==> config.mk <==
export PLATFORM = sky130hd
export DESIGN_NAME = energy_weighted_step_centroid_core_flat
export DESIGN_NICKNAME = d
export VERILOG_FILES = /design/src/hw/rtl/ewsc_pkg.sv /design/src/hw/rtl/ewsc_step_if.sv /design/src/hw/rtl/ewsc_result_if.sv /design/src/hw/rtl/ewsc_datapath.sv /design/src/hw/rtl/ewsc_ctrl.sv /design/src/hw/rtl/energy_weighted_step_centroid_core.sv /design/src/flat_wrapper.sv
export VERILOG_INCLUDE_DIRS = /design/src /design/src/hw/rtl
export SDC_FILE = /design/constraint.sdc
export NUM_CORES = 2
export LEC_CHECK = 0
export ABC_AREA = 1
export BUFFER_PORTS_ARGS = -buffer_cell sky130_fd_sc_hd__buf_2
export CAP_MARGIN = 20
export CORE_ASPECT_RATIO = 0.8
export CORE_MARGIN = 3
export CORE_UTILIZATION = 55
export DETAILED_ROUTE_END_ITERATION = 10
export PLACE_DENSITY = 0.79
export SETUP_SLACK_MARGIN = 0.4
export SLEW_MARGIN = 20
export SYNTH_ARGS = -nofsm -noshare
export SYNTH_HDL_FRONTEND = slang
export SYNTH_SLANG_ARGS = --single-unit
==> constraint.sdc <==
create_clock -name clk_i -period 34.5 [get_ports clk_i]
set_input_delay 3.45 -clock clk_i [delete_from_list [all_inputs] [get_ports clk_i]]
set_output_delay 3.45 -clock clk_i [all_outputs]
set_load 0.1 [all_outputs]
==> src/hw/rtl/assert_macros.svh <==
// Assertion macros for the files that check their own logic.
// Depends on nothing; each macro expands to one labeled concurrent assertion.
`ifndef ASSERT_MACROS_SVH
`define ASSERT_MACROS_SVH

// Clocked assertion with an active-low reset that disables the check.
`define ASSERT_CLK(lbl, clk, rst_n, prop, msg) \
  lbl: assert property (@(posedge clk) disable iff (!rst_n) prop) else $error(msg);

// Clocked assertion that is also checked while reset is asserted.
`define ASSERT_ALWAYS(lbl, clk, prop, msg) \
  lbl: assert property (@(posedge clk) prop) else $error(msg);

`endif

==> src/hw/rtl/ewsc_pkg.sv <==
// Shared constants, codes and control structs of the step centroid core.
// Depends on nothing; used by the interfaces, controller, datapath and top.
`timescale 1ns / 1ps

package ewsc_pkg;

  localparam int ENERGY_BITS_DEF = 32;
  localparam int SUM_BITS_DEF    = 48;
  localparam int POS_BITS_DEF    = 32;
  localparam int ID_BITS         = 31;
  localparam int KIND_BITS       = 16;
  localparam int COUNT_BITS      = 32;
  localparam int ROLL_BITS       = 2;

  localparam logic CMD_ADD   = 1'b0;
  localparam logic CMD_CLEAR = 1'b1;

  localparam logic [ROLL_BITS-1:0] ROLL_NONE  = 2'd0;
  localparam logic [ROLL_BITS-1:0] ROLL_EVENT = 2'd1;
  localparam logic [ROLL_BITS-1:0] ROLL_TRACK = 2'd2;

  localparam logic [1:0] AXIS_LAST = 2'd2;

  typedef struct packed {
    logic       load;
    logic       check;
    logic       axis_init;
    logic       mul_step;
    logic       combine;
    logic       div_step;
    logic       store;
    logic       sums;
    logic       publish;
    logic [1:0] axis;
  } cmd_t;

  typedef struct packed {
    logic drop;
  } status_t;

endpackage

==> src/hw/rtl/ewsc_step_if.sv <==
// Input channel carrying one simulation step or a clear command.
// Depends on ewsc_pkg for the default field widths.
`timescale 1ns / 1ps

interface ewsc_step_if #(
  parameter int ENERGY_BITS = ewsc_pkg::ENERGY_BITS_DEF,
  parameter int POS_BITS    = ewsc_pkg::POS_BITS_DEF
);
  logic                              valid;
  logic                              ready;
  logic                              command;
  logic [ewsc_pkg::ID_BITS-1:0]      event_number;
  logic [ewsc_pkg::ID_BITS-1:0]      track_number;
  logic [ewsc_pkg::KIND_BITS-1:0]    particle_kind;
  logic [ENERGY_BITS-1:0]            ionizing_energy;
  logic [ENERGY_BITS-1:0]            nonionizing_energy;
  logic signed [POS_BITS-1:0]        pre_x;
  logic signed [POS_BITS-1:0]        pre_y;
  logic signed [POS_BITS-1:0]        pre_z;
  logic signed [POS_BITS-1:0]        post_x;
  logic signed [POS_BITS-1:0]        post_y;
  logic signed [POS_BITS-1:0]        post_z;

  modport source (
    output valid, command, event_number, track_number, particle_kind,
           ionizing_energy, nonionizing_energy, pre_x, pre_y, pre_z,
           post_x, post_y, post_z,
    input  ready
  );
  modport sink (
    input  valid, command, event_number, track_number, particle_kind,
           ionizing_energy, nonionizing_energy, pre_x, pre_y, pre_z,
           post_x, post_y, post_z,
    output ready
  );
endinterface

==> src/hw/rtl/ewsc_result_if.sv <==
// Output channel carrying the accumulation state after one transaction.
// Depends on ewsc_pkg for the default field widths.
`timescale 1ns / 1ps

interface ewsc_result_if #(
  parameter int SUM_BITS = ewsc_pkg::SUM_BITS_DEF,
  parameter int POS_BITS = ewsc_pkg::POS_BITS_DEF
);
  logic                              valid;
  logic                              ready;
  logic [ewsc_pkg::ROLL_BITS-1:0]    rollover_kind;
  logic                              rejected;
  logic [ewsc_pkg::COUNT_BITS-1:0]   step_count;
  logic [SUM_BITS-1:0]               ionizing_sum;
  logic [SUM_BITS-1:0]               nonionizing_sum;
  logic signed [POS_BITS-1:0]        start_x;
  logic signed [POS_BITS-1:0]        start_y;
  logic signed [POS_BITS-1:0]        start_z;
  logic signed [POS_BITS-1:0]        centroid_x;
  logic signed [POS_BITS-1:0]        centroid_y;
  logic signed [POS_BITS-1:0]        centroid_z;

  modport source (
    output valid, rollover_kind, rejected, step_count, ionizing_sum,
           nonionizing_sum, start_x, start_y, start_z,
           centroid_x, centroid_y, centroid_z,
    input  ready
  );
  modport sink (
    input  valid, rollover_kind, rejected, step_count, ionizing_sum,
           nonionizing_sum, start_x, start_y, start_z,
           centroid_x, centroid_y, centroid_z,
    output ready
  );
endinterface

==> src/hw/rtl/ewsc_datapath.sv <==
// Datapath: step registers, accumulation state, serial multipliers and divider.
// Depends on ewsc_pkg for the command and status structs and the codes.
`timescale 1ns / 1ps

module ewsc_datapath #(
  parameter int ENERGY_BITS = ewsc_pkg::ENERGY_BITS_DEF,
  parameter int SUM_BITS    = ewsc_pkg::SUM_BITS_DEF,
  parameter int POS_BITS    = ewsc_pkg::POS_BITS_DEF,
  localparam int MW = (SUM_BITS > ENERGY_BITS) ? SUM_BITS : ENERGY_BITS,
  localparam int DW = MW + 1,
  localparam int NW = POS_BITS + MW + 1
) (
  input  logic                             clk_i,
  input  logic                             rst_ni,
  input  ewsc_pkg::cmd_t                   cmd_i,
  output ewsc_pkg::status_t                status_o,
  input  logic                             command_i,
  input  logic [ewsc_pkg::ID_BITS-1:0]     event_i,
  input  logic [ewsc_pkg::ID_BITS-1:0]     track_i,
  input  logic [ewsc_pkg::KIND_BITS-1:0]   kind_i,
  input  logic [ENERGY_BITS-1:0]           ion_i,
  input  logic [ENERGY_BITS-1:0]           nion_i,
  input  logic [2:0][POS_BITS-1:0]         pre_i,
  input  logic [2:0][POS_BITS-1:0]         post_i,
  output logic [ewsc_pkg::ROLL_BITS-1:0]   roll_o,
  output logic                             rej_o,
  output logic [ewsc_pkg::COUNT_BITS-1:0]  count_o,
  output logic [SUM_BITS-1:0]              ion_sum_o,
  output logic [SUM_BITS-1:0]              nion_sum_o,
  output logic [2:0][POS_BITS-1:0]         start_o,
  output logic [2:0][POS_BITS-1:0]         cent_o
);

  localparam logic [ewsc_pkg::COUNT_BITS-1:0] COUNT_MAX = '1;
  localparam logic [SUM_BITS-1:0] SUM_MAX = '1;

  logic                             cmd_q;
  logic [ewsc_pkg::ID_BITS-1:0]     ev_q, tr_q;
  logic [ewsc_pkg::KIND_BITS-1:0]   kind_q;
  logic [ENERGY_BITS-1:0]           ion_q, nion_q;
  logic [2:0][POS_BITS-1:0]         pre_q, post_q;

  logic                             ev_valid_q, ev_valid_d, tr_valid_q, tr_valid_d;
  logic [ewsc_pkg::ID_BITS-1:0]     ev_st_q, ev_st_d, tr_st_q, tr_st_d;
  logic [ewsc_pkg::KIND_BITS-1:0]   kind_st_q, kind_st_d;
  logic [ewsc_pkg::COUNT_BITS-1:0]  count_q, count_d, count_eff;
  logic [SUM_BITS-1:0]              ion_acc_q, ion_acc_d, nion_acc_q, nion_acc_d;
  logic [2:0][POS_BITS-1:0]         start_q, start_d, cent_q, cent_d;
  logic [ewsc_pkg::ROLL_BITS-1:0]   roll_q, roll_d;
  logic                             rej_q, rej_d;

  logic [NW-1:0]       mcand_a_q, mcand_b_q, prod_a_q, prod_b_q, num_q;
  logic [MW-1:0]       mplier_a_q, mplier_b_q;
  logic                neg_p_q, neg_q_q, neg_q;
  logic [DW-1:0]       rem_q;
  logic [POS_BITS-1:0] quo_q;

  logic                evchg, trchg, is_clear, rej, wipe, trivial;
  logic [POS_BITS-1:0] pos_p, pos_q, mag_p, mag_q, res_mag, res_val;
  logic [DW:0]         shifted, diff;
  logic [DW-1:0]       den, ion_sum, nion_sum;

  assign is_clear = (cmd_q == ewsc_pkg::CMD_CLEAR);
  assign evchg    = ev_valid_q && (ev_st_q != ev_q);
  assign trchg    = tr_valid_q && ((tr_st_q != tr_q) || (kind_st_q != kind_q));
  assign wipe     = is_clear || evchg || trchg;
  assign rej      = !is_clear && (ion_q == '0) && (nion_q == '0);
  assign count_eff = wipe ? '0 : count_q;
  assign status_o.drop = is_clear || rej;
  assign trivial  = (ion_acc_q == '0) && (ion_q == '0);

  assign pos_p = cent_q[cmd_i.axis];
  assign pos_q = post_q[cmd_i.axis];
  assign mag_p = pos_p[POS_BITS-1] ? (~pos_p + 1'b1) : pos_p;
  assign mag_q = pos_q[POS_BITS-1] ? (~pos_q + 1'b1) : pos_q;

  assign den      = DW'(ion_acc_q) + DW'(ion_q);
  assign ion_sum  = DW'(ion_acc_q) + DW'(ion_q);
  assign nion_sum = DW'(nion_acc_q) + DW'(nion_q);
  assign shifted  = {rem_q, num_q[NW-1]};
  assign diff     = shifted - {1'b0, den};

  assign res_mag = quo_q;
  assign res_val = (neg_q && (res_mag != '0)) ? (~res_mag + 1'b1) : res_mag;

  always_comb begin
    ev_valid_d = ev_valid_q;
    ev_st_d    = ev_st_q;
    tr_valid_d = tr_valid_q;
    tr_st_d    = tr_st_q;
    kind_st_d  = kind_st_q;
    count_d    = count_q;
    ion_acc_d  = ion_acc_q;
    nion_acc_d = nion_acc_q;
    start_d    = start_q;
    cent_d     = cent_q;
    roll_d     = roll_q;
    rej_d      = rej_q;
    if (cmd_i.check) begin
      rej_d = rej;
      if (is_clear) begin
        roll_d = ewsc_pkg::ROLL_NONE;
      end else if (evchg) begin
        roll_d = ewsc_pkg::ROLL_EVENT;
      end else if (trchg) begin
        roll_d = ewsc_pkg::ROLL_TRACK;
      end else begin
        roll_d = ewsc_pkg::ROLL_NONE;
      end
      if (wipe) begin
        ev_valid_d = 1'b0;
        ev_st_d    = '0;
        tr_valid_d = 1'b0;
        tr_st_d    = '0;
        kind_st_d  = '0;
        count_d    = '0;
        ion_acc_d  = '0;
        nion_acc_d = '0;
        start_d    = '0;
        cent_d     = '0;
      end
      if (!is_clear && !rej) begin
        if (count_eff == '0) begin
          ev_valid_d = 1'b1;
          ev_st_d    = ev_q;
          tr_valid_d = 1'b1;
          tr_st_d    = tr_q;
          kind_st_d  = kind_q;
          start_d    = pre_q;
        end
        count_d = (count_eff == COUNT_MAX) ? count_eff : count_eff + 1'b1;
      end
    end
    if (cmd_i.store) begin
      cent_d[cmd_i.axis] = trivial ? pos_q : res_val;
    end
    if (cmd_i.sums) begin
      ion_acc_d  = (ion_sum > DW'(SUM_MAX)) ? SUM_MAX : ion_sum[SUM_BITS-1:0];
      nion_acc_d = (nion_sum > DW'(SUM_MAX)) ? SUM_MAX : nion_sum[SUM_BITS-1:0];
    end
  end

  always_ff @(posedge clk_i or negedge rst_ni) begin
    if (!rst_ni) begin
      ev_valid_q <= 1'b0;
      ev_st_q    <= '0;
      tr_valid_q <= 1'b0;
      tr_st_q    <= '0;
      kind_st_q  <= '0;
      count_q    <= '0;
      ion_acc_q  <= '0;
      nion_acc_q <= '0;
      start_q    <= '0;
      cent_q     <= '0;
    end else begin
      ev_valid_q <= ev_valid_d;
      ev_st_q    <= ev_st_d;
      tr_valid_q <= tr_valid_d;
      tr_st_q    <= tr_st_d;
      kind_st_q  <= kind_st_d;
      count_q    <= count_d;
      ion_acc_q  <= ion_acc_d;
      nion_acc_q <= nion_acc_d;
      start_q    <= start_d;
      cent_q     <= cent_d;
    end
  end

  always_ff @(posedge clk_i) begin
    roll_q <= roll_d;
    rej_q  <= rej_d;
    if (cmd_i.load) begin
      cmd_q  <= command_i;
      ev_q   <= event_i;
      tr_q   <= track_i;
      kind_q <= kind_i;
      ion_q  <= ion_i;
      nion_q <= nion_i;
      pre_q  <= pre_i;
      post_q <= post_i;
    end
    if (cmd_i.axis_init) begin
      mcand_a_q  <= NW'(mag_p);
      mcand_b_q  <= NW'(mag_q);
      mplier_a_q <= MW'(ion_acc_q);
      mplier_b_q <= MW'(ion_q);
      prod_a_q   <= '0;
      prod_b_q   <= '0;
      neg_p_q    <= pos_p[POS_BITS-1];
      neg_q_q    <= pos_q[POS_BITS-1];
    end
    if (cmd_i.mul_step) begin
      prod_a_q   <= prod_a_q + (mplier_a_q[0] ? mcand_a_q : '0);
      prod_b_q   <= prod_b_q + (mplier_b_q[0] ? mcand_b_q : '0);
      mcand_a_q  <= {mcand_a_q[NW-2:0], 1'b0};
      mcand_b_q  <= {mcand_b_q[NW-2:0], 1'b0};
      mplier_a_q <= {1'b0, mplier_a_q[MW-1:1]};
      mplier_b_q <= {1'b0, mplier_b_q[MW-1:1]};
    end
    if (cmd_i.combine) begin
      rem_q <= '0;
      quo_q <= '0;
      if (neg_p_q == neg_q_q) begin
        num_q <= prod_a_q + prod_b_q;
        neg_q <= neg_p_q;
      end else if (prod_a_q >= prod_b_q) begin
        num_q <= prod_a_q - prod_b_q;
        neg_q <= neg_p_q;
      end else begin
        num_q <= prod_b_q - prod_a_q;
        neg_q <= neg_q_q;
      end
    end
    if (cmd_i.div_step) begin
      num_q <= {num_q[NW-2:0], 1'b0};
      if (!diff[DW]) begin
        rem_q <= diff[DW-1:0];
        quo_q <= {quo_q[POS_BITS-2:0], 1'b1};
      end else begin
        rem_q <= shifted[DW-1:0];
        quo_q <= {quo_q[POS_BITS-2:0], 1'b0};
      end
    end
    if (cmd_i.publish) begin
      roll_o     <= roll_q;
      rej_o      <= rej_q;
      count_o    <= count_q;
      ion_sum_o  <= ion_acc_q;
      nion_sum_o <= nion_acc_q;
      start_o    <= start_q;
      cent_o     <= cent_q;
    end
  end

endmodule

==> src/hw/rtl/ewsc_ctrl.sv <==
// Controller: sequences check, serial multiply, divide and publish per axis.
// Depends on ewsc_pkg for the command and status structs.
`timescale 1ns / 1ps

module ewsc_ctrl #(
  parameter int ENERGY_BITS = ewsc_pkg::ENERGY_BITS_DEF,
  parameter int SUM_BITS    = ewsc_pkg::SUM_BITS_DEF,
  parameter int POS_BITS    = ewsc_pkg::POS_BITS_DEF,
  localparam int MW = (SUM_BITS > ENERGY_BITS) ? SUM_BITS : ENERGY_BITS,
  localparam int NW = POS_BITS + MW + 1,
  localparam int CW = $clog2(NW)
) (
  input  logic              clk_i,
  input  logic              rst_ni,
  input  logic              in_valid_i,
  output logic              in_ready_o,
  output logic              out_valid_o,
  input  logic              out_ready_i,
  input  ewsc_pkg::status_t status_i,
  output ewsc_pkg::cmd_t    cmd_o
);

  localparam logic [2:0] ST_IDLE   = 3'd0;
  localparam logic [2:0] ST_CHECK  = 3'd1;
  localparam logic [2:0] ST_INIT   = 3'd2;
  localparam logic [2:0] ST_MUL    = 3'd3;
  localparam logic [2:0] ST_COMB   = 3'd4;
  localparam logic [2:0] ST_DIV    = 3'd5;
  localparam logic [2:0] ST_STORE  = 3'd6;
  localparam logic [2:0] ST_FINISH = 3'd7;

  logic [2:0]    state_q, state_d;
  logic [1:0]    axis_q, axis_d;
  logic [CW-1:0] cnt_q, cnt_d;
  logic          out_valid_q, out_valid_d;

  assign in_ready_o  = (state_q == ST_IDLE);
  assign out_valid_o = out_valid_q;

  always_comb begin
    state_d     = state_q;
    axis_d      = axis_q;
    cnt_d       = cnt_q;
    out_valid_d = out_valid_q && !out_ready_i;
    cmd_o       = '0;
    cmd_o.axis  = axis_q;
    unique case (state_q)
      ST_IDLE: begin
        if (in_valid_i) begin
          cmd_o.load = 1'b1;
          state_d    = ST_CHECK;
        end
      end
      ST_CHECK: begin
        cmd_o.check = 1'b1;
        axis_d      = '0;
        state_d     = status_i.drop ? ST_FINISH : ST_INIT;
      end
      ST_INIT: begin
        cmd_o.axis_init = 1'b1;
        cnt_d           = '0;
        state_d         = ST_MUL;
      end
      ST_MUL: begin
        cmd_o.mul_step = 1'b1;
        cnt_d          = cnt_q + 1'b1;
        if (cnt_q == CW'(MW - 1)) begin
          state_d = ST_COMB;
        end
      end
      ST_COMB: begin
        cmd_o.combine = 1'b1;
        cnt_d         = '0;
        state_d       = ST_DIV;
      end
      ST_DIV: begin
        cmd_o.div_step = 1'b1;
        cnt_d          = cnt_q + 1'b1;
        if (cnt_q == CW'(NW - 1)) begin
          state_d = ST_STORE;
        end
      end
      ST_STORE: begin
        cmd_o.store = 1'b1;
        if (axis_q == ewsc_pkg::AXIS_LAST) begin
          cmd_o.sums = 1'b1;
          state_d    = ST_FINISH;
        end else begin
          axis_d  = axis_q + 1'b1;
          state_d = ST_INIT;
        end
      end
      ST_FINISH: begin
        if (!out_valid_q || out_ready_i) begin
          cmd_o.publish = 1'b1;
          out_valid_d   = 1'b1;
          state_d       = ST_IDLE;
        end
      end
      default: begin
        state_d = ST_IDLE;
      end
    endcase
  end

  always_ff @(posedge clk_i or negedge rst_ni) begin
    if (!rst_ni) begin
      state_q     <= ST_IDLE;
      axis_q      <= '0;
      cnt_q       <= '0;
      out_valid_q <= 1'b0;
    end else begin
      state_q     <= state_d;
      axis_q      <= axis_d;
      cnt_q       <= cnt_d;
      out_valid_q <= out_valid_d;
    end
  end

endmodule

==> src/hw/rtl/energy_weighted_step_centroid_core.sv <==
// Each transaction takes one step or a clear command and returns one result:
// the rollover report, the reject flag and the accumulation state after it.
// A clear, or a step with both energies zero, goes from the check straight
// to publishing its result. For any other step, with
// MW = max(SUM_BITS, ENERGY_BITS) and NW = POS_BITS + MW + 1, for each axis a
// bit-serial multiplier forms both weighted products over the MW multiplier
// bits and a restoring divider works through the NW numerator bits.
// One step is in work at a time; a new one is accepted while the last result
// still waits in the output register.
// Depends on ewsc_pkg, the two channel interfaces, ewsc_ctrl, ewsc_datapath.
`timescale 1ns / 1ps
`include "assert_macros.svh"

module energy_weighted_step_centroid_core #(
  parameter int ENERGY_BITS = ewsc_pkg::ENERGY_BITS_DEF,
  parameter int SUM_BITS    = ewsc_pkg::SUM_BITS_DEF,
  parameter int POS_BITS    = ewsc_pkg::POS_BITS_DEF
) (
  input  logic          clk_i,
  input  logic          rst_ni,
  ewsc_step_if.sink     step_i,
  ewsc_result_if.source result_o
);

  ewsc_pkg::cmd_t           cmd;
  ewsc_pkg::status_t        status;
  logic [2:0][POS_BITS-1:0] pre, post, start, cent;

  assign pre  = {step_i.pre_z, step_i.pre_y, step_i.pre_x};
  assign post = {step_i.post_z, step_i.post_y, step_i.post_x};

  ewsc_ctrl #(
    .ENERGY_BITS(ENERGY_BITS),
    .SUM_BITS   (SUM_BITS),
    .POS_BITS   (POS_BITS)
  ) u_ctrl (
    .clk_i      (clk_i),
    .rst_ni     (rst_ni),
    .in_valid_i (step_i.valid),
    .in_ready_o (step_i.ready),
    .out_valid_o(result_o.valid),
    .out_ready_i(result_o.ready),
    .status_i   (status),
    .cmd_o      (cmd)
  );

  ewsc_datapath #(
    .ENERGY_BITS(ENERGY_BITS),
    .SUM_BITS   (SUM_BITS),
    .POS_BITS   (POS_BITS)
  ) u_datapath (
    .clk_i     (clk_i),
    .rst_ni    (rst_ni),
    .cmd_i     (cmd),
    .status_o  (status),
    .command_i (step_i.command),
    .event_i   (step_i.event_number),
    .track_i   (step_i.track_number),
    .kind_i    (step_i.particle_kind),
    .ion_i     (step_i.ionizing_energy),
    .nion_i    (step_i.nonionizing_energy),
    .pre_i     (pre),
    .post_i    (post),
    .roll_o    (result_o.rollover_kind),
    .rej_o     (result_o.rejected),
    .count_o   (result_o.step_count),
    .ion_sum_o (result_o.ionizing_sum),
    .nion_sum_o(result_o.nonionizing_sum),
    .start_o   (start),
    .cent_o    (cent)
  );

  assign result_o.start_x    = start[0];
  assign result_o.start_y    = start[1];
  assign result_o.start_z    = start[2];
  assign result_o.centroid_x = cent[0];
  assign result_o.centroid_y = cent[1];
  assign result_o.centroid_z = cent[2];

  `ASSERT_CLK(a_accept_then_busy, clk_i, rst_ni, (step_i.valid && step_i.ready) |=> !step_i.ready, "ready stayed high after a transaction")
  `ASSERT_CLK(a_load_then_check, clk_i, rst_ni, cmd.load |=> cmd.check, "check did not follow an accepted transaction")
  `ASSERT_CLK(a_publish_valid, clk_i, rst_ni, cmd.publish |=> result_o.valid, "published result not presented")

endmodule

==> src/flat_wrapper.sv <==
// flat-port wrapper written by rule: the top's interface ports become plain ports
module energy_weighted_step_centroid_core_flat 
#(
  parameter int ENERGY_BITS = ewsc_pkg::ENERGY_BITS_DEF,
  parameter int SUM_BITS    = ewsc_pkg::SUM_BITS_DEF,
  parameter int POS_BITS    = ewsc_pkg::POS_BITS_DEF
)
  (clk_i, rst_ni, step_i_valid, step_i_command, step_i_event_number, step_i_track_number, step_i_particle_kind, step_i_ionizing_energy, step_i_nonionizing_energy, step_i_pre_x, step_i_pre_y, step_i_pre_z, step_i_post_x, step_i_post_y, step_i_post_z, step_i_ready, result_o_valid, result_o_rollover_kind, result_o_rejected, result_o_step_count, result_o_ionizing_sum, result_o_nonionizing_sum, result_o_start_x, result_o_start_y, result_o_start_z, result_o_centroid_x, result_o_centroid_y, result_o_centroid_z, result_o_ready);
  ewsc_step_if #(.ENERGY_BITS(ENERGY_BITS), .POS_BITS(POS_BITS)) step_i_i ();
  ewsc_result_if #(.SUM_BITS(SUM_BITS), .POS_BITS(POS_BITS)) result_o_i ();
  input  logic clk_i;
  input  logic rst_ni;
  input wire logic [$bits(step_i_i.valid)-1:0] step_i_valid;
  input wire logic [$bits(step_i_i.command)-1:0] step_i_command;
  input wire logic [$bits(step_i_i.event_number)-1:0] step_i_event_number;
  input wire logic [$bits(step_i_i.track_number)-1:0] step_i_track_number;
  input wire logic [$bits(step_i_i.particle_kind)-1:0] step_i_particle_kind;
  input wire logic [$bits(step_i_i.ionizing_energy)-1:0] step_i_ionizing_energy;
  input wire logic [$bits(step_i_i.nonionizing_energy)-1:0] step_i_nonionizing_energy;
  input wire logic [$bits(step_i_i.pre_x)-1:0] step_i_pre_x;
  input wire logic [$bits(step_i_i.pre_y)-1:0] step_i_pre_y;
  input wire logic [$bits(step_i_i.pre_z)-1:0] step_i_pre_z;
  input wire logic [$bits(step_i_i.post_x)-1:0] step_i_post_x;
  input wire logic [$bits(step_i_i.post_y)-1:0] step_i_post_y;
  input wire logic [$bits(step_i_i.post_z)-1:0] step_i_post_z;
  output wire logic [$bits(step_i_i.ready)-1:0] step_i_ready;
  output wire logic [$bits(result_o_i.valid)-1:0] result_o_valid;
  output wire logic [$bits(result_o_i.rollover_kind)-1:0] result_o_rollover_kind;
  output wire logic [$bits(result_o_i.rejected)-1:0] result_o_rejected;
  output wire logic [$bits(result_o_i.step_count)-1:0] result_o_step_count;
  output wire logic [$bits(result_o_i.ionizing_sum)-1:0] result_o_ionizing_sum;
  output wire logic [$bits(result_o_i.nonionizing_sum)-1:0] result_o_nonionizing_sum;
  output wire logic [$bits(result_o_i.start_x)-1:0] result_o_start_x;
  output wire logic [$bits(result_o_i.start_y)-1:0] result_o_start_y;
  output wire logic [$bits(result_o_i.start_z)-1:0] result_o_start_z;
  output wire logic [$bits(result_o_i.centroid_x)-1:0] result_o_centroid_x;
  output wire logic [$bits(result_o_i.centroid_y)-1:0] result_o_centroid_y;
  output wire logic [$bits(result_o_i.centroid_z)-1:0] result_o_centroid_z;
  input wire logic [$bits(result_o_i.ready)-1:0] result_o_ready;
  assign step_i_i.valid = step_i_valid;
  assign step_i_i.command = step_i_command;
  assign step_i_i.event_number = step_i_event_number;
  assign step_i_i.track_number = step_i_track_number;
  assign step_i_i.particle_kind = step_i_particle_kind;
  assign step_i_i.ionizing_energy = step_i_ionizing_energy;
  assign step_i_i.nonionizing_energy = step_i_nonionizing_energy;
  assign step_i_i.pre_x = step_i_pre_x;
  assign step_i_i.pre_y = step_i_pre_y;
  assign step_i_i.pre_z = step_i_pre_z;
  assign step_i_i.post_x = step_i_post_x;
  assign step_i_i.post_y = step_i_post_y;
  assign step_i_i.post_z = step_i_post_z;
  assign step_i_ready = step_i_i.ready;
  assign result_o_valid = result_o_i.valid;
  assign result_o_rollover_kind = result_o_i.rollover_kind;
  assign result_o_rejected = result_o_i.rejected;
  assign result_o_step_count = result_o_i.step_count;
  assign result_o_ionizing_sum = result_o_i.ionizing_sum;
  assign result_o_nonionizing_sum = result_o_i.nonionizing_sum;
  assign result_o_start_x = result_o_i.start_x;
  assign result_o_start_y = result_o_i.start_y;
  assign result_o_start_z = result_o_i.start_z;
  assign result_o_centroid_x = result_o_i.centroid_x;
  assign result_o_centroid_y = result_o_i.centroid_y;
  assign result_o_centroid_z = result_o_i.centroid_z;
  assign result_o_i.ready = result_o_ready;
  energy_weighted_step_centroid_core #(.ENERGY_BITS(ENERGY_BITS), .SUM_BITS(SUM_BITS), .POS_BITS(POS_BITS)) u_core (.clk_i(clk_i), .rst_ni(rst_ni), .step_i(step_i_i), .result_o(result_o_i));
endmodule
* After elaboration in Yosys (flattened, before gate mapping)
Cells that the tools add are included.
** Storage, ports and cells
- Word-level logic and storage cells :: 230
- Output and inout port bits :: 325
- Bits of input ports :: 339
- Flip-flop bits (word level) :: 1643
** Cells by class
- $lt $le $gt $ge :: 5
- Muxes and demuxes :: 91
- Add/subtract/negate cells :: 14
- Eq/ne operators :: 20
- Reduce and logical (&&, ||, !) cells :: 36
- Bitwise operators :: 3
** Operators by type and width (number)
- 2-to-1 mux 81 bit :: 13
- 2-to-1 mux 96 bit :: 6
- 2-to-1 mux 32 bit :: 13
- 2-to-1 mux 48 bit :: 6
- adder 81 bit :: 3
- 2-to-1 mux 31 bit :: 7
- subtractor 81 bit :: 2
- 2-to-1 mux 49 bit :: 3
- adder 32 x 1 -> 32 bit (second input constant) :: 4
- binary-select mux 32 bit (select 2 bit) :: 2
- adder 48 x 32 -> 49 bit :: 2
- greater-than comparator 49 x 48 -> 1 bit (second input constant) :: 2
- bitwise mux 96 bit :: 1
- logical NOT 32 bit :: 3
- NOT 32 bit :: 3
- 2-to-1 mux 47 bit :: 2
- greater-or-equal comparator 81 bit :: 1
- demux 32 bit (select 2 bit) :: 1
- inequality test 31 bit :: 2
- subtractor 50 x 49 -> 50 bit :: 1
- logical NOT 48 bit :: 1
- 2-to-1 mux 16 bit :: 3
- == test 32 bit (second input constant) :: 1
- nonzero test 32 bit :: 1
- 27 further kinds :: 86

* Depth between registers and ports, before layout
- Word-level depth :: 8
- Gate-level depth with buffers :: 28
- Gate-level depth less buffers :: 28

* Hierarchy
Synthesis repeated with hierarchy kept, for this count alone.
** Second synthesis, totals
- Cell total of the unflattened synthesis :: 13258
- Area, all modules :: 105343.5 sq um
** By module, submodules not included
- ewsc_datapath :: cells an instance 13130, area an instance 104413.9 sq um, instances 1, sequential area each 46905.0 sq um
- ewsc_ctrl :: cells an instance 128, area an instance 929.6 sq um, instances 1, sequential area each 325.3 sq um

* Worst setup path after synthesis
No wires, ideal clock.
- Path kind :: input to register
- Start :: in step_i_valid
- End :: reg u_core.u_datapath.cmd_q, enable pin
- Data arrival time :: 17223 ps
- Slack :: 16238 ps
- Library setup time :: 1039 ps
- Stages :: 2
- Cells stage by stage :: inv_1 > nor2_1
** RTL lines
- start: declaration :: RTL line flat_wrapper.sv:13 : input wire logic [$bits(step_i_i.valid)-1:0] step_i_valid;
- end signal: assignment :: RTL line ewsc_datapath.sv:173 : cmd_q <= command_i;
- end: declaration :: RTL line ewsc_datapath.sv:37 : logic cmd_q;

==> results.json <==
{
  "cts.hold.buffers_added": 0,
  "synth.cell_area_um2": 105000,
  "endpoint_kind": "flip-flop",
  "slew_headroom": 0.217,
  "yosys_warnings": 0,
  "hp-class": "flip-flop to flip-flop",
  "via_per_inst": 5.93,
  "row_count": 142,
  "synth_cell_type_count": 74,
  "synth_flop_cell": "edfxtp_1",
  "grt_pass1_vias": 89753,
  "power_density_nw_per_um2": 91.9,
  "core_area_um2": 189000,
  "num_vias": 97844,
  "hold_violations": 0,
  "synth_edf_count": 1226,
  "stdcell_count": 16501,
  "die_w_um": 494,
  "drtAntennaViolNets": 0,
  "worstPathMaxFanout": 152,
  "routabilityCongestion": 1.08,
  "route.detailed.drc": 3,
  "failed_checks": "design-rule violations",
  "start_kind": "primary input",
  "syn_nets": 14146,
  "crit_type": "primary input to flip-flop",
  "worst_ep_required_time_ns": 34.91,
  "clkLatencyLatePin_ns": 0.86,
  "yosys_register_bits": 1643,
  "grt_max_degree": 175,
  "p_total_w": 0.0107,
  "wire_per_inst_um": 24.5,
  "wirelength_um": 405000,
  "drive_above_1_share": 0.0849,
  "post-place-cells": 16165,
  "cellLeakagePower_nw": 52.6,
  "status": "complete, but fails checks",
  "fin_crit_sh": 0.179,
  "synth_top_family_by_area": "simple AND/OR/NAND/NOR gates",
  "worstMarginPinSlew_ns": 1.17,
  "gr-usage-all-layers": 0.399,
  "area_growth_pct": 11.0,
  "nFillCells": 16571,
  "setup_violations": 0,
  "slew_violations": 0,
  "max-vdd-ir-drop_uv": 70.9,
  "synth_area_per_cell_um2": 7.91,
  "htreeDepth": 4,
  "worstPathArrival_ns": 6.59,
  "cts_buffers": 164,
  "drv_cap": 0,
  "synthMuxAreaShare": 0,
  "dp_hpwl_um": 318000,
  "grt_pass1_wl_um": 583000,
  "drtIter0Drc": 13951,
  "io_pins": 664,
  "clk_pin_slew_ns": 0.07,
  "layout_commonest_cell": "nand2_1",
  "fin_tns_setup_ns": 0,
  "antenna_found_initial": 33,
  "skew_ns": 0.0862,
  "post_cts_buffers": 0,
  "start_util": 0.557,
  "fp.dieH_um": 397,
  "cts.sinks": 1643,
  "finalCriticalPeriod_ns": 6.18,
  "synth_xor_area_frac": 0.0363,
  "async_reset_ff_frac": 0.251,
  "dieArea_um2": 196000,
  "synth-adder-area-share": 0.0643,
  "rsz0062_at_grt": "false",
  "synth_seq_area_share": 0.450,
  "grt_overflow": 0,
  "final_cell_mix": "nand2_1, inv_1, nor2_1",
  "clockRootBuffer": "clkbuf_16",
  "synth_compound_area_frac": 0.149,
  "clockBufferDepth": 3,
  "numPortBuffers": 663,
  "nets": 14685,
  "synthSimpleGateAreaFrac": 0.207,
  "post_cts_resize_count": 0,
  "max_freq_mhz": 162,
  "synth_cells": 13272,
  "drtPass1Iterations": 10,
  "cts_tree": "yes"
}
==> registers in the layout, indices dropped and copies added (netlist names), 48 cells and up <==
register / count
u_core.u_datapath.post_q: 96
u_core.u_datapath.mplier_a_q: 48
u_core.u_datapath.start_q: 96
u_core.u_datapath.num_q: 81
u_core.u_datapath.nion_acc_q: 48
u_core.u_datapath.nion_sum_o: 48
u_core.u_datapath.cent_q: 96
u_core.u_datapath.rem_q: 49
u_core.u_datapath.mcand_a_q: 81
u_core.u_datapath.mcand_b_q: 81
u_core.u_datapath.ion_sum_o: 48
u_core.u_datapath.pre_q: 96
u_core.u_datapath.ion_acc_q: 48
u_core.u_datapath.start_o: 96
u_core.u_datapath.cent_o: 96
u_core.u_datapath.prod_a_q: 81
u_core.u_datapath.prod_b_q: 81
==> metal layers <==
| layer | vias to the layer above | track usage | part of all wire |
|---|---|---|---|
| met3 | 659 | 0.129 | 0.14 |
| met1 | 46283 | 0.594 | 0.43 |
| met2 | 5933 | 0.547 | 0.40 |
| li1 | 44961 | - | - |
| met4 | 8 | 0.127 | 0.035 |
| met5 | - | 0 | 0.00011 |
==> worst max-delay path, stage by stage <==
cell	delay, ns
buf_2	0.09
inv_1	0.06
nor2_4	0.67
buf_4	0.61
buf_4	0.76
buf_12	0.69
==> cells in the mapped netlist, drive strengths merged, types with 144 or more instances <==
cell type,count,area share
nand2,2671,0.096
inv,2145,0.077
nor2,1546,0.056
edfxtp,1226,0.35
a21oi,1157,0.055
o21ai,1000,0.048
nand3,664,0.032
ha,527,0.063
dfrtp,413,0.098
xor2,326,0.027
clkbuf,241,0.0086
buf,152,0.0075
nor3,144,0.0071
==> through the flow <==
step	cell area (µm²)	hold slack, ns	util	worst slack (ns)
global route	116000	0.403	0.618	28.17
global placement	111000	0.404	0.587	27.69
detailed placement	111000	0.407	0.587	27.61
finish	117000	0.387	0.618	28.32
CTS	116000	0.391	0.618	28.41
floorplan	105000	0.400	-	16.24
==> where the power goes <==
group          switching, W  total, W  internal [W]  leakage [nW]
Clock              0.000850   0.00190       0.00105          2.79
Combinational       0.00434   0.00577       0.00143          32.6
Sequential         0.000331   0.00304       0.00271          17.2
Total               0.00552    0.0107       0.00519          52.6
==> logic make-up after synthesis <==
kind of cell               Yosys count
and+or+nand+nor                   5296
DFF                               1643
xor gates and xnor gates           435
buffers and inverters             2545
AOI/OAI and AO/OA                 2818
adders and majority gates          535
==> path summary, 6_finish.rpt <==
path / startpoint / end / slack [ns] / depth (start not counted)
max reg2reg: u_core.u_datapath.tr_st_q[8] / u_core.u_datapath.tr_st_q[27] / 28.64 / 20
max: step_i_valid / u_core.u_datapath.post_q[33] / 28.32 / 6
min: u_core.u_datapath.rej_q / u_core.u_datapath.rej_o / 0.39 / 0
min in group asynchronous: rst_ni / u_core.u_datapath.start_q[12] / 2.65 / 1
min reg2reg: u_core.u_datapath.rej_q / u_core.u_datapath.rej_o / 0.39 / 0
max in group asynchronous: rst_ni / u_core.u_datapath.cent_q[4] / 28.62 / 4
==> cell type report <==
class                      count  area, µm²  area share
inverter                    2152       8090      0.0694
tap                         2520       3150      0.0271
clock inverter               103       1320      0.0113
antenna                       29       72.6    0.000623
sequential                  1643      47200       0.405
timing repair buffer         766       4130      0.0354
multi-input combinational   9084      48100       0.413
clock buffer                 204       4390      0.0377
(Power assumes the default switching activity.)
